==> config.mk <==
export PLATFORM = sky130hd
export DESIGN_NAME = overwriting_byte_ring_buffer
export DESIGN_NICKNAME = d
export VERILOG_FILES = /design/src/hdl/obrb_pkg.sv /design/src/hdl/obrb_ctrl.sv /design/src/hdl/obrb_dp.sv /design/src/hdl/overwriting_byte_ring_buffer.sv
export SDC_FILE = /design/constraint.sdc
export NUM_CORES = 2
export LEC_CHECK = 0
export BUFFER_PORTS_ARGS = -buffer_cell sky130_fd_sc_hd__buf_2
export CAP_MARGIN = 5
export CORE_MARGIN = 2
export CORE_UTILIZATION = 63
export DETAILED_ROUTE_END_ITERATION = 8
export GPL_TIMING_DRIVEN = 0
export PLACE_DENSITY = 0.75
export SYNTH_ARGS = -nofsm -noshare
export SYNTH_HDL_FRONTEND = slang
export SYNTH_HIERARCHICAL = 1
export SYNTH_SLANG_ARGS = --single-unit
==> constraint.sdc <==
create_clock -name clk -period 12.4 [get_ports clk]
set_clock_uncertainty 0.05 [all_clocks]
set_input_delay 1.24 -clock clk [delete_from_list [all_inputs] [get_ports clk]]
set_output_delay 1.24 -clock clk [all_outputs]
set_load 0.05 [all_outputs]
==> src/hdl/obrb_pkg.sv <==
package obrb_pkg;

  localparam int DEPTH_DEF     = 256;
  localparam int MAX_BURST_DEF = 64;
  localparam int CFG_W         = 9;
  localparam int BYTE_W        = 8;
  localparam int REQ_W         = 3;
  localparam logic [CFG_W-1:0] SIZE_RESET = 9'd256;

  typedef enum logic [REQ_W-1:0] {
    REQ_WRITE   = 3'd0,
    REQ_PEEK    = 3'd1,
    REQ_READ    = 3'd2,
    REQ_CONSUME = 3'd3,
    REQ_CLEAR   = 3'd4
  } req_e_t;

  typedef enum logic {
    ST_IDLE  = 1'b0,
    ST_BURST = 1'b1
  } state_t;

  typedef struct packed {
    logic single_load;
    logic burst_start;
    logic load_byte;
    logic issue;
  } cmd_t;

  typedef struct packed {
    logic out_valid;
    logic rd_pend;
    logic n_zero;
    logic iss_left_zero;
    logic out_left_one;
  } status_t;

endpackage

==> src/hdl/obrb_ctrl.sv <==
module obrb_ctrl (
  input  logic                    clk,
  input  logic                    rst,
  input  logic                    in_valid,
  output logic                    in_ready,
  input  logic [obrb_pkg::REQ_W-1:0] req_type,
  input  logic                    out_ready,
  input  obrb_pkg::status_t       st,
  output obrb_pkg::cmd_t          cmd
);
  import obrb_pkg::*;

  state_t state;
  state_t state_next;
  logic   slot_free;
  logic   is_burst_req;

  assign slot_free    = !st.out_valid || out_ready;
  assign is_burst_req = (req_type == REQ_PEEK) || (req_type == REQ_READ);

  always_ff @(posedge clk) begin
    if (rst) begin
      state <= ST_IDLE;
    end else begin
      state <= state_next;
    end
  end

  always_comb begin
    state_next = state;
    in_ready   = 1'b0;
    cmd        = '0;
    case (state)
      ST_IDLE: begin
        in_ready = slot_free;
        if (in_valid && slot_free) begin
          if (is_burst_req && !st.n_zero) begin
            cmd.burst_start = 1'b1;
            state_next      = ST_BURST;
          end else begin
            cmd.single_load = 1'b1;
          end
        end
      end
      ST_BURST: begin
        cmd.load_byte = st.rd_pend && slot_free;
        cmd.issue     = !st.iss_left_zero && (!st.rd_pend || cmd.load_byte);
        if (cmd.load_byte && st.out_left_one) begin
          state_next = ST_IDLE;
        end
      end
      default: begin
        state_next = ST_IDLE;
      end
    endcase
  end

endmodule

==> src/hdl/obrb_dp.sv <==
module obrb_dp #(
  parameter int DEPTH     = obrb_pkg::DEPTH_DEF,
  parameter int MAX_BURST = obrb_pkg::MAX_BURST_DEF
) (
  input  logic                       clk,
  input  logic                       rst,
  input  obrb_pkg::cmd_t             cmd,
  output obrb_pkg::status_t          st,
  input  logic                       cfg_write,
  input  logic [obrb_pkg::CFG_W-1:0] cfg_data,
  input  logic [obrb_pkg::REQ_W-1:0] req_type,
  input  logic [obrb_pkg::BYTE_W-1:0] data_in,
  input  logic [obrb_pkg::BYTE_W-1:0] count,
  input  logic                       out_ready,
  output logic                       out_valid,
  output logic [obrb_pkg::BYTE_W-1:0] data_out,
  output logic                       has_data,
  output logic                       is_last,
  output logic [obrb_pkg::BYTE_W-1:0] bytes_available,
  output logic [obrb_pkg::BYTE_W-1:0] free_space
);
  import obrb_pkg::*;

  localparam int PW = (DEPTH > 1) ? $clog2(DEPTH) : 1;
  localparam int XW = (PW + 1 > CFG_W) ? PW + 1 : CFG_W;
  localparam int BW = $clog2(MAX_BURST + 1);

  logic [BYTE_W-1:0] mem [DEPTH];
  logic [BYTE_W-1:0] rdata;

  logic [CFG_W-1:0]  cfg_size;
  logic [PW-1:0]     w_idx;
  logic [PW-1:0]     r_idx;
  logic [PW-1:0]     w_idx_next;
  logic [PW-1:0]     r_idx_next;
  logic [PW-1:0]     pos;
  logic [BW-1:0]     iss_left;
  logic [BW-1:0]     out_left;
  logic              rd_pend;
  logic [BYTE_W-1:0] burst_avail;
  logic [BYTE_W-1:0] burst_free;

  logic [XW-1:0] s;
  logic [XW-1:0] size_x;
  logic [XW-1:0] w_x;
  logic [XW-1:0] r_x;
  logic [XW-1:0] cnt_x;
  logic [XW-1:0] lim;
  logic [XW-1:0] avail;
  logic [XW-1:0] n_b0;
  logic [XW-1:0] n_b;
  logic [XW-1:0] n_c;
  logic [XW-1:0] n;
  logic [XW-1:0] sum;
  logic [XW-1:0] r_adv;
  logic [XW-1:0] after;
  logic [XW-1:0] free_x;
  logic          accept;
  logic          rd_en;
  logic [PW-1:0] rd_addr;
  logic          wr_en;

  function automatic logic [PW-1:0] adv(input logic [PW-1:0] p, input logic [XW-1:0] sz);
    logic [XW-1:0] nx;
    nx = {{(XW-PW){1'b0}}, p} + XW'(1);
    adv = (nx >= sz) ? '0 : nx[PW-1:0];
  endfunction

  // slots in use, clamped to 2..DEPTH
  assign size_x = XW'(cfg_size);
  always_comb begin
    if (size_x < XW'(2)) begin
      s = XW'(2);
    end else if (size_x > XW'(DEPTH)) begin
      s = XW'(DEPTH);
    end else begin
      s = size_x;
    end
  end

  assign w_x   = {{(XW-PW){1'b0}}, w_idx};
  assign r_x   = {{(XW-PW){1'b0}}, r_idx};
  assign cnt_x = {{(XW-BYTE_W){1'b0}}, count};
  assign lim   = XW'(MAX_BURST);
  assign avail = (w_x >= r_x) ? (w_x - r_x) : (s - r_x + w_x);
  assign n_b0  = (cnt_x > lim) ? lim : cnt_x;
  assign n_b   = (n_b0 > avail) ? avail : n_b0;
  assign n_c   = (cnt_x > avail) ? avail : cnt_x;
  assign n     = (req_type == REQ_CONSUME) ? n_c : n_b;
  assign sum   = r_x + n;
  assign r_adv = (sum >= s) ? (sum - s) : sum;

  always_comb begin
    case (req_type)
      REQ_WRITE:   after = (avail == s - XW'(1)) ? avail : avail + XW'(1);
      REQ_PEEK:    after = avail;
      REQ_READ:    after = avail - n;
      REQ_CONSUME: after = avail - n;
      REQ_CLEAR:   after = '0;
      default:     after = avail;
    endcase
  end
  assign free_x = s - after - XW'(1);

  assign accept = cmd.single_load || cmd.burst_start;
  assign wr_en  = cmd.single_load && (req_type == REQ_WRITE);

  always_comb begin
    w_idx_next = w_idx;
    r_idx_next = r_idx;
    case (req_type)
      REQ_WRITE: begin
        w_idx_next = adv(w_idx, s);
        if (w_idx_next == r_idx) begin
          r_idx_next = adv(r_idx, s);
        end
      end
      REQ_READ:    r_idx_next = r_adv[PW-1:0];
      REQ_CONSUME: r_idx_next = r_adv[PW-1:0];
      REQ_CLEAR:   r_idx_next = w_idx;
      default:     r_idx_next = r_idx;
    endcase
  end

  assign rd_en   = cmd.burst_start || cmd.issue;
  assign rd_addr = cmd.burst_start ? r_idx : pos;

  always_ff @(posedge clk) begin
    if (wr_en) begin
      mem[w_idx] <= data_in;
    end
    if (rd_en) begin
      rdata <= mem[rd_addr];
    end
  end

  always_ff @(posedge clk) begin
    if (rst) begin
      cfg_size <= SIZE_RESET;
      w_idx    <= '0;
      r_idx    <= '0;
    end else if (cfg_write) begin
      cfg_size <= cfg_data;
      w_idx    <= '0;
      r_idx    <= '0;
    end else if (accept) begin
      w_idx <= w_idx_next;
      r_idx <= r_idx_next;
    end
  end

  always_ff @(posedge clk) begin
    if (rst) begin
      rd_pend   <= 1'b0;
      out_valid <= 1'b0;
      iss_left  <= '0;
      out_left  <= '0;
    end else begin
      if (cmd.burst_start || cmd.issue) begin
        rd_pend <= 1'b1;
      end else if (cmd.load_byte) begin
        rd_pend <= 1'b0;
      end
      if (cmd.burst_start) begin
        iss_left <= BW'(n_b - XW'(1));
        out_left <= BW'(n_b);
      end else begin
        if (cmd.issue) begin
          iss_left <= iss_left - BW'(1);
        end
        if (cmd.load_byte) begin
          out_left <= out_left - BW'(1);
        end
      end
      if (cmd.single_load || cmd.load_byte) begin
        out_valid <= 1'b1;
      end else if (out_ready) begin
        out_valid <= 1'b0;
      end
    end
  end

  always_ff @(posedge clk) begin
    if (cmd.burst_start) begin
      pos         <= adv(r_idx, s);
      burst_avail <= after[BYTE_W-1:0];
      burst_free  <= free_x[BYTE_W-1:0];
    end else if (cmd.issue) begin
      pos <= adv(pos, s);
    end
    if (cmd.single_load) begin
      data_out        <= '0;
      has_data        <= 1'b0;
      is_last         <= 1'b1;
      bytes_available <= after[BYTE_W-1:0];
      free_space      <= free_x[BYTE_W-1:0];
    end else if (cmd.load_byte) begin
      data_out        <= rdata;
      has_data        <= 1'b1;
      is_last         <= (out_left == BW'(1));
      bytes_available <= burst_avail;
      free_space      <= burst_free;
    end
  end

  assign st.out_valid     = out_valid;
  assign st.rd_pend       = rd_pend;
  assign st.n_zero        = (n_b == '0);
  assign st.iss_left_zero = (iss_left == '0);
  assign st.out_left_one  = (out_left == BW'(1));

endmodule

==> src/hdl/overwriting_byte_ring_buffer.sv <==
// channel   signals                                     payload
// in        in_valid / in_ready                         req_type, data_in, count
// out       out_valid / out_ready                       data_out, has_data, is_last,
//                                                       bytes_available, free_space
// cfg       cfg_valid / cfg_ready (always ready)        cfg_data (buffer size)
//
// write, consume, clear and empty peek/read requests give one result each;
// the next request is taken once that result leaves or is leaving.
// peek/read of n bytes streams one byte a cycle through the
// registered read port of the byte store while out_ready stays high.
// synchronous reset clears positions and sets the size to 256; no clearing pass.
// a stall on out holds the result register and stops further store reads.
module overwriting_byte_ring_buffer #(
  parameter int DEPTH     = obrb_pkg::DEPTH_DEF,
  parameter int MAX_BURST = obrb_pkg::MAX_BURST_DEF
) (
  input  logic                        clk,
  input  logic                        rst,
  input  logic                        cfg_valid,
  output logic                        cfg_ready,
  input  logic [obrb_pkg::CFG_W-1:0]  cfg_data,
  input  logic                        in_valid,
  output logic                        in_ready,
  input  logic [obrb_pkg::REQ_W-1:0]  req_type,
  input  logic [obrb_pkg::BYTE_W-1:0] data_in,
  input  logic [obrb_pkg::BYTE_W-1:0] count,
  output logic                        out_valid,
  input  logic                        out_ready,
  output logic [obrb_pkg::BYTE_W-1:0] data_out,
  output logic                        has_data,
  output logic                        is_last,
  output logic [obrb_pkg::BYTE_W-1:0] bytes_available,
  output logic [obrb_pkg::BYTE_W-1:0] free_space
);
  import obrb_pkg::*;

  cmd_t    cmd;
  status_t st;

  assign cfg_ready = 1'b1;

  obrb_ctrl u_ctrl (
    .clk       (clk),
    .rst       (rst),
    .in_valid  (in_valid),
    .in_ready  (in_ready),
    .req_type  (req_type),
    .out_ready (out_ready),
    .st        (st),
    .cmd       (cmd)
  );

  obrb_dp #(
    .DEPTH     (DEPTH),
    .MAX_BURST (MAX_BURST)
  ) u_dp (
    .clk             (clk),
    .rst             (rst),
    .cmd             (cmd),
    .st              (st),
    .cfg_write       (cfg_valid && cfg_ready),
    .cfg_data        (cfg_data),
    .req_type        (req_type),
    .data_in         (data_in),
    .count           (count),
    .out_ready       (out_ready),
    .out_valid       (out_valid),
    .data_out        (data_out),
    .has_data        (has_data),
    .is_last         (is_last),
    .bytes_available (bytes_available),
    .free_space      (free_space)
  );

  // a result without a byte always ends its request
  a_nodata_last: assert property (@(posedge clk) disable iff (rst)
    out_valid && !has_data |-> is_last)
    else $error("result without data not marked last");

  a_cmd_excl: assert property (@(posedge clk) disable iff (rst)
    $onehot0({cmd.single_load, cmd.burst_start, cmd.load_byte}))
    else $error("conflicting result loads");

  // no store read left over once the last byte is loaded
  a_burst_drain: assert property (@(posedge clk) disable iff (rst)
    cmd.load_byte && st.out_left_one |=> !st.rd_pend)
    else $error("store read pending after last byte");

endmodule
==> flow_summary.json <==
{
  "place.port_buffers": 60,
  "initial_core_util_pct": 63.7,
  "outcome": "finished, violations left",
  "ant_nets": 0,
  "worst_path_largest_cell_delay_ns": 0.70,
  "synthCells": 4985,
  "areaGrowthSynthToFinish_pct": 11.1,
  "power_density_nw_per_um2": 178,
  "synth_largest_area_cell": "edfxtp_1",
  "critPathLaunchType": "flop",
  "required_ns": 12.85,
  "hold_viol": 0,
  "cp-startpoint": "u_dp/cfg_size[8]$_SDFFE_PP1P_",
  "drv_cap": 0,
  "track_usage_pct": 33.7,
  "p_leak_nw": 31.5,
  "drive_gt1_share_pct": 18.8,
  "period_share_pct": 100,
  "setup_ws_ns": -0.0353,
  "r2r_end": "u_dp/rdata[0]$_DFFE_PP_",
  "cts_buffers": 204,
  "antenna_found_initial": 8,
  "place.gp.congestion": 0.941,
  "rr_worst_depth": 37,
  "fill_cells": 8524,
  "fmax_mhz": 80.4,
  "slew_headroom_pct": 2.02,
  "chipWidth_um": 380,
  "synthArstFlopShare_pct": 0,
  "fin_util_pct": 70.7,
  "routed_wl_um": 243000,
  "drtIter0Drc": 7763,
  "firstDrtPassIters": 8,
  "viasPerCell": 6.98,
  "crit_arrival_ns": 12.88,
  "ys.flop_type": "edfxtp_1",
  "postSynthAreaPerCell_um2": 17.9,
  "rows": 137,
  "hpwl_um": 159000,
  "ir_drop_uv": 163,
  "slew_viol_final": 0,
  "root_buffer": "clkbuf_16",
  "yosys_warnings": 6,
  "reg2reg_slack_ns": -0.04,
  "cts_tree": "done",
  "io_pins": 62,
  "setup_tns_ns": -0.0625,
  "clk_pin_slew_ns": 0.06,
  "seq_area_frac_synth_pct": 71.8,
  "rsz0062_at_grt": "false",
  "worst_hold_path_type": "reg -> reg",
  "rr_startpoint": "u_dp/cfg_size[8]$_SDFFE_PP1P_",
  "gr-total-overflow": 0,
  "die_h_um": 380,
  "coreArea_um2": 140000,
  "hold_buffers": 0,
  "endpoint": "u_dp/rdata[0]$_DFFE_PP_",
  "worstSkewPairLatency_ns": 0.85,
  "clockBufferDepth": 3,
  "synthDistinctLibCells": 86,
  "whs_ns": 0.412,
  "cp_max_fo": 26,
  "fin_nets": 5415,
  "syn_nets": 5130,
  "min_from": "u_dp/has_data$_SDFFE_PP0P_",
  "setup_viol": 2,
  "first_global_vias": 49500,
  "path_class": "reg -> reg",
  "dieArea_um2": 144000,
  "htreeDepth": 4,
  "routedWlPerCell_um": 33.1,
  "synth_area_leaders": "edfxtp_1 71%, mux4_2 13%, a211oi_1 1.7%",
  "synth_top_area_share_pct": 70.7,
  "syn_area_um2": 89100,
  "endpoint_kind": "flop",
  "grt_first_pass_wirelength_um": 346000,
  "failed_checks": "negative setup slack",
  "grt_max_degree": 157,
  "period_minus_slack_ns": 12.44,
  "cts.sinks": 2148,
  "synth-seq-cells": 2148,
  "synth_edf_count": 2096,
  "tightest_slew_ns": 1.47,
  "critPathSlowestCell": "fa_1",
  "vias": 51100,
  "drc": 0
}
[registers in the layout (all words and copies together), names as in the netlist, 7 cells and up]
signal and flops:
u_dp/burst_avail 8, u_dp/burst_free 8, u_dp/mem 2048, u_dp/data_out 8, u_dp/cfg_size 9, u_dp/w_idx 8
u_dp/out_left 7, u_dp/pos 8, u_dp/bytes_available 8, u_dp/free_space 8, u_dp/r_idx 8, u_dp/rdata 8
u_dp/iss_left 7
[synthesized netlist by cell type (5+ instances only)]
cell	instances
a211o_1	5
o22ai_1	13
buf_2	17
a21oi_1	123
o21a_1	18
mux4_2	512
mux2_2	18
nor3_1	25
a32oi_1	6
or3_1	7
nor3b_1	6
ha_1	99
fa_1	13
a32o_1	5
a21boi_0	12
nor4_1	11
buf_1	57
nor2_1	370
xnor2_1	57
and2_1	132
o21bai_1	6
a31oi_1	75
nor2b_1	9
a311oi_1	64
o32a_1	5
inv_1	102
and3_1	15
edfxtp_1	2096
mux2i_1	49
o211ai_1	9
nand2b_1	13
clkbuf_1	221
nand3_1	29
a211oi_1	207
dfxtp_1	52
o21ai_0	43
a21o_1	17
nand2_1	351
xor2_1	21
o31ai_1	6
nand4_1	12
[per-stage QoR]
stage	instances	power (mW)	cell area [um^2]	setup slack (ns)
floorplan	4985	10.3	89100	2.68
global placement	6921	11.4	91700	-4.56
detailed placement	6936	11.5	92200	-2.32
CTS	7311	17.5	98800	0.00338
global route	7316	18.0	98900	0.0346
finish	7326	17.6	99000	-0.0353
[timing repair]
item                                   in CTS  in global routing
endpoints found under the hold margin       0                  0
setup buffers                               0                  3
gates resized for setup                    23                 97
pin swaps                                   0                  1
setup endpoints to repair                   8                  8
[report_power, final]
part,internal [mW],switching (mW),leakage [nW]
combinational,1.22,2.16,9.03
clock,3.49,2.65,3.20
sequential,8.03,0.0334,19.3
[placed cells by master, fill, tap and decap left out, drive strengths merged, types with 12 or more instances in the layout]
cell type	instances
nand2b	13
o21ai	48
dfxtp	52
nor2	370
clkinv	88
mux4	512
nand3	29
and2	136
nor4	12
ha	99
mux2	18
o22ai	13
edfxtp	2096
inv	112
a21o	18
nand4	12
a21oi	125
a21boi	12
a211oi	207
and3	15
fa	13
a311oi	64
buf	130
clkbuf	497
a31oi	75
o21a	18
xnor2	57
nand2	351
mux2i	49
xor2	21
nor3	25
bufinv	20
[critical path: cells and delay by family (launching register included)]
family	cells	cell delay, ns
adders and majority gates	3	1.37
DFF	1	0.37
AOI/OAI and AO/OA	9	2.54
buffers and inverters	10	3.28
muxes	4	1.61
and+or+nand+nor	11	2.81
[final cells by class]
cell class | instances | area (um^2) | area share [%]
Sequential cell | 2148 | 64000 | 64.7
Multi-Input combinational cell | 2431 | 23500 | 23.8
Clock buffer | 249 | 5350 | 5.40
Tap cell | 1876 | 2350 | 2.37
Buffer | 302 | 1320 | 1.33
Clock inverter | 127 | 1240 | 1.25
Timing Repair Buffer | 80 | 776 | 0.784
Inverter | 103 | 387 | 0.391
Antenna cell | 10 | 25.0 | 0.0253
[worst min path at each step]
stage | cells after the start | slack [ns] | endpoint
after global placement | 2 | 0.40 | u_dp/has_data$_SDFFE_PP0P_
final | 2 | 0.41 | u_dp/has_data$_SDFFE_PP0P_
after global routing | 2 | 0.45 | u_dp/has_data$_SDFFE_PP0P_
after CTS | 2 | 0.42 | u_dp/has_data$_SDFFE_PP0P_
after floorplan | 2 | 0.41 | u_dp/data_out[0]$_SDFFE_PP0P_
after detailed placement | 2 | 0.41 | u_dp/has_data$_SDFFE_PP0P_
[metal layers]
metal  share of wire [%]  global-route usage, %  wire length [um]  vias up
met3                  13                   9.17             31300      609
met2                  46                   51.2            112000     3732
met4                 5.1                   15.2             12400        8
li1                    -                      -                 -    20700
met5                0.11                  0.860               270        -
met1                  36                   46.5             87200    26100
[cell families (layout without fill, tap and decap cells)]
family	count (synthesis)	count (layout)	share of synthesized area [%]
adders and majority gates	112	112	1.68
xor gates and xnor gates	78	78	0.767
other	2	12	0.00843
and+or+nand+nor	1008	1008	5.06
AOI/OAI and AO/OA	652	652	5.12
muxes	579	579	13.7
DFF	2148	2148	71.8
buffers and inverters	406	861	1.79
Note: power is estimated with default switching activity, not from simulation.
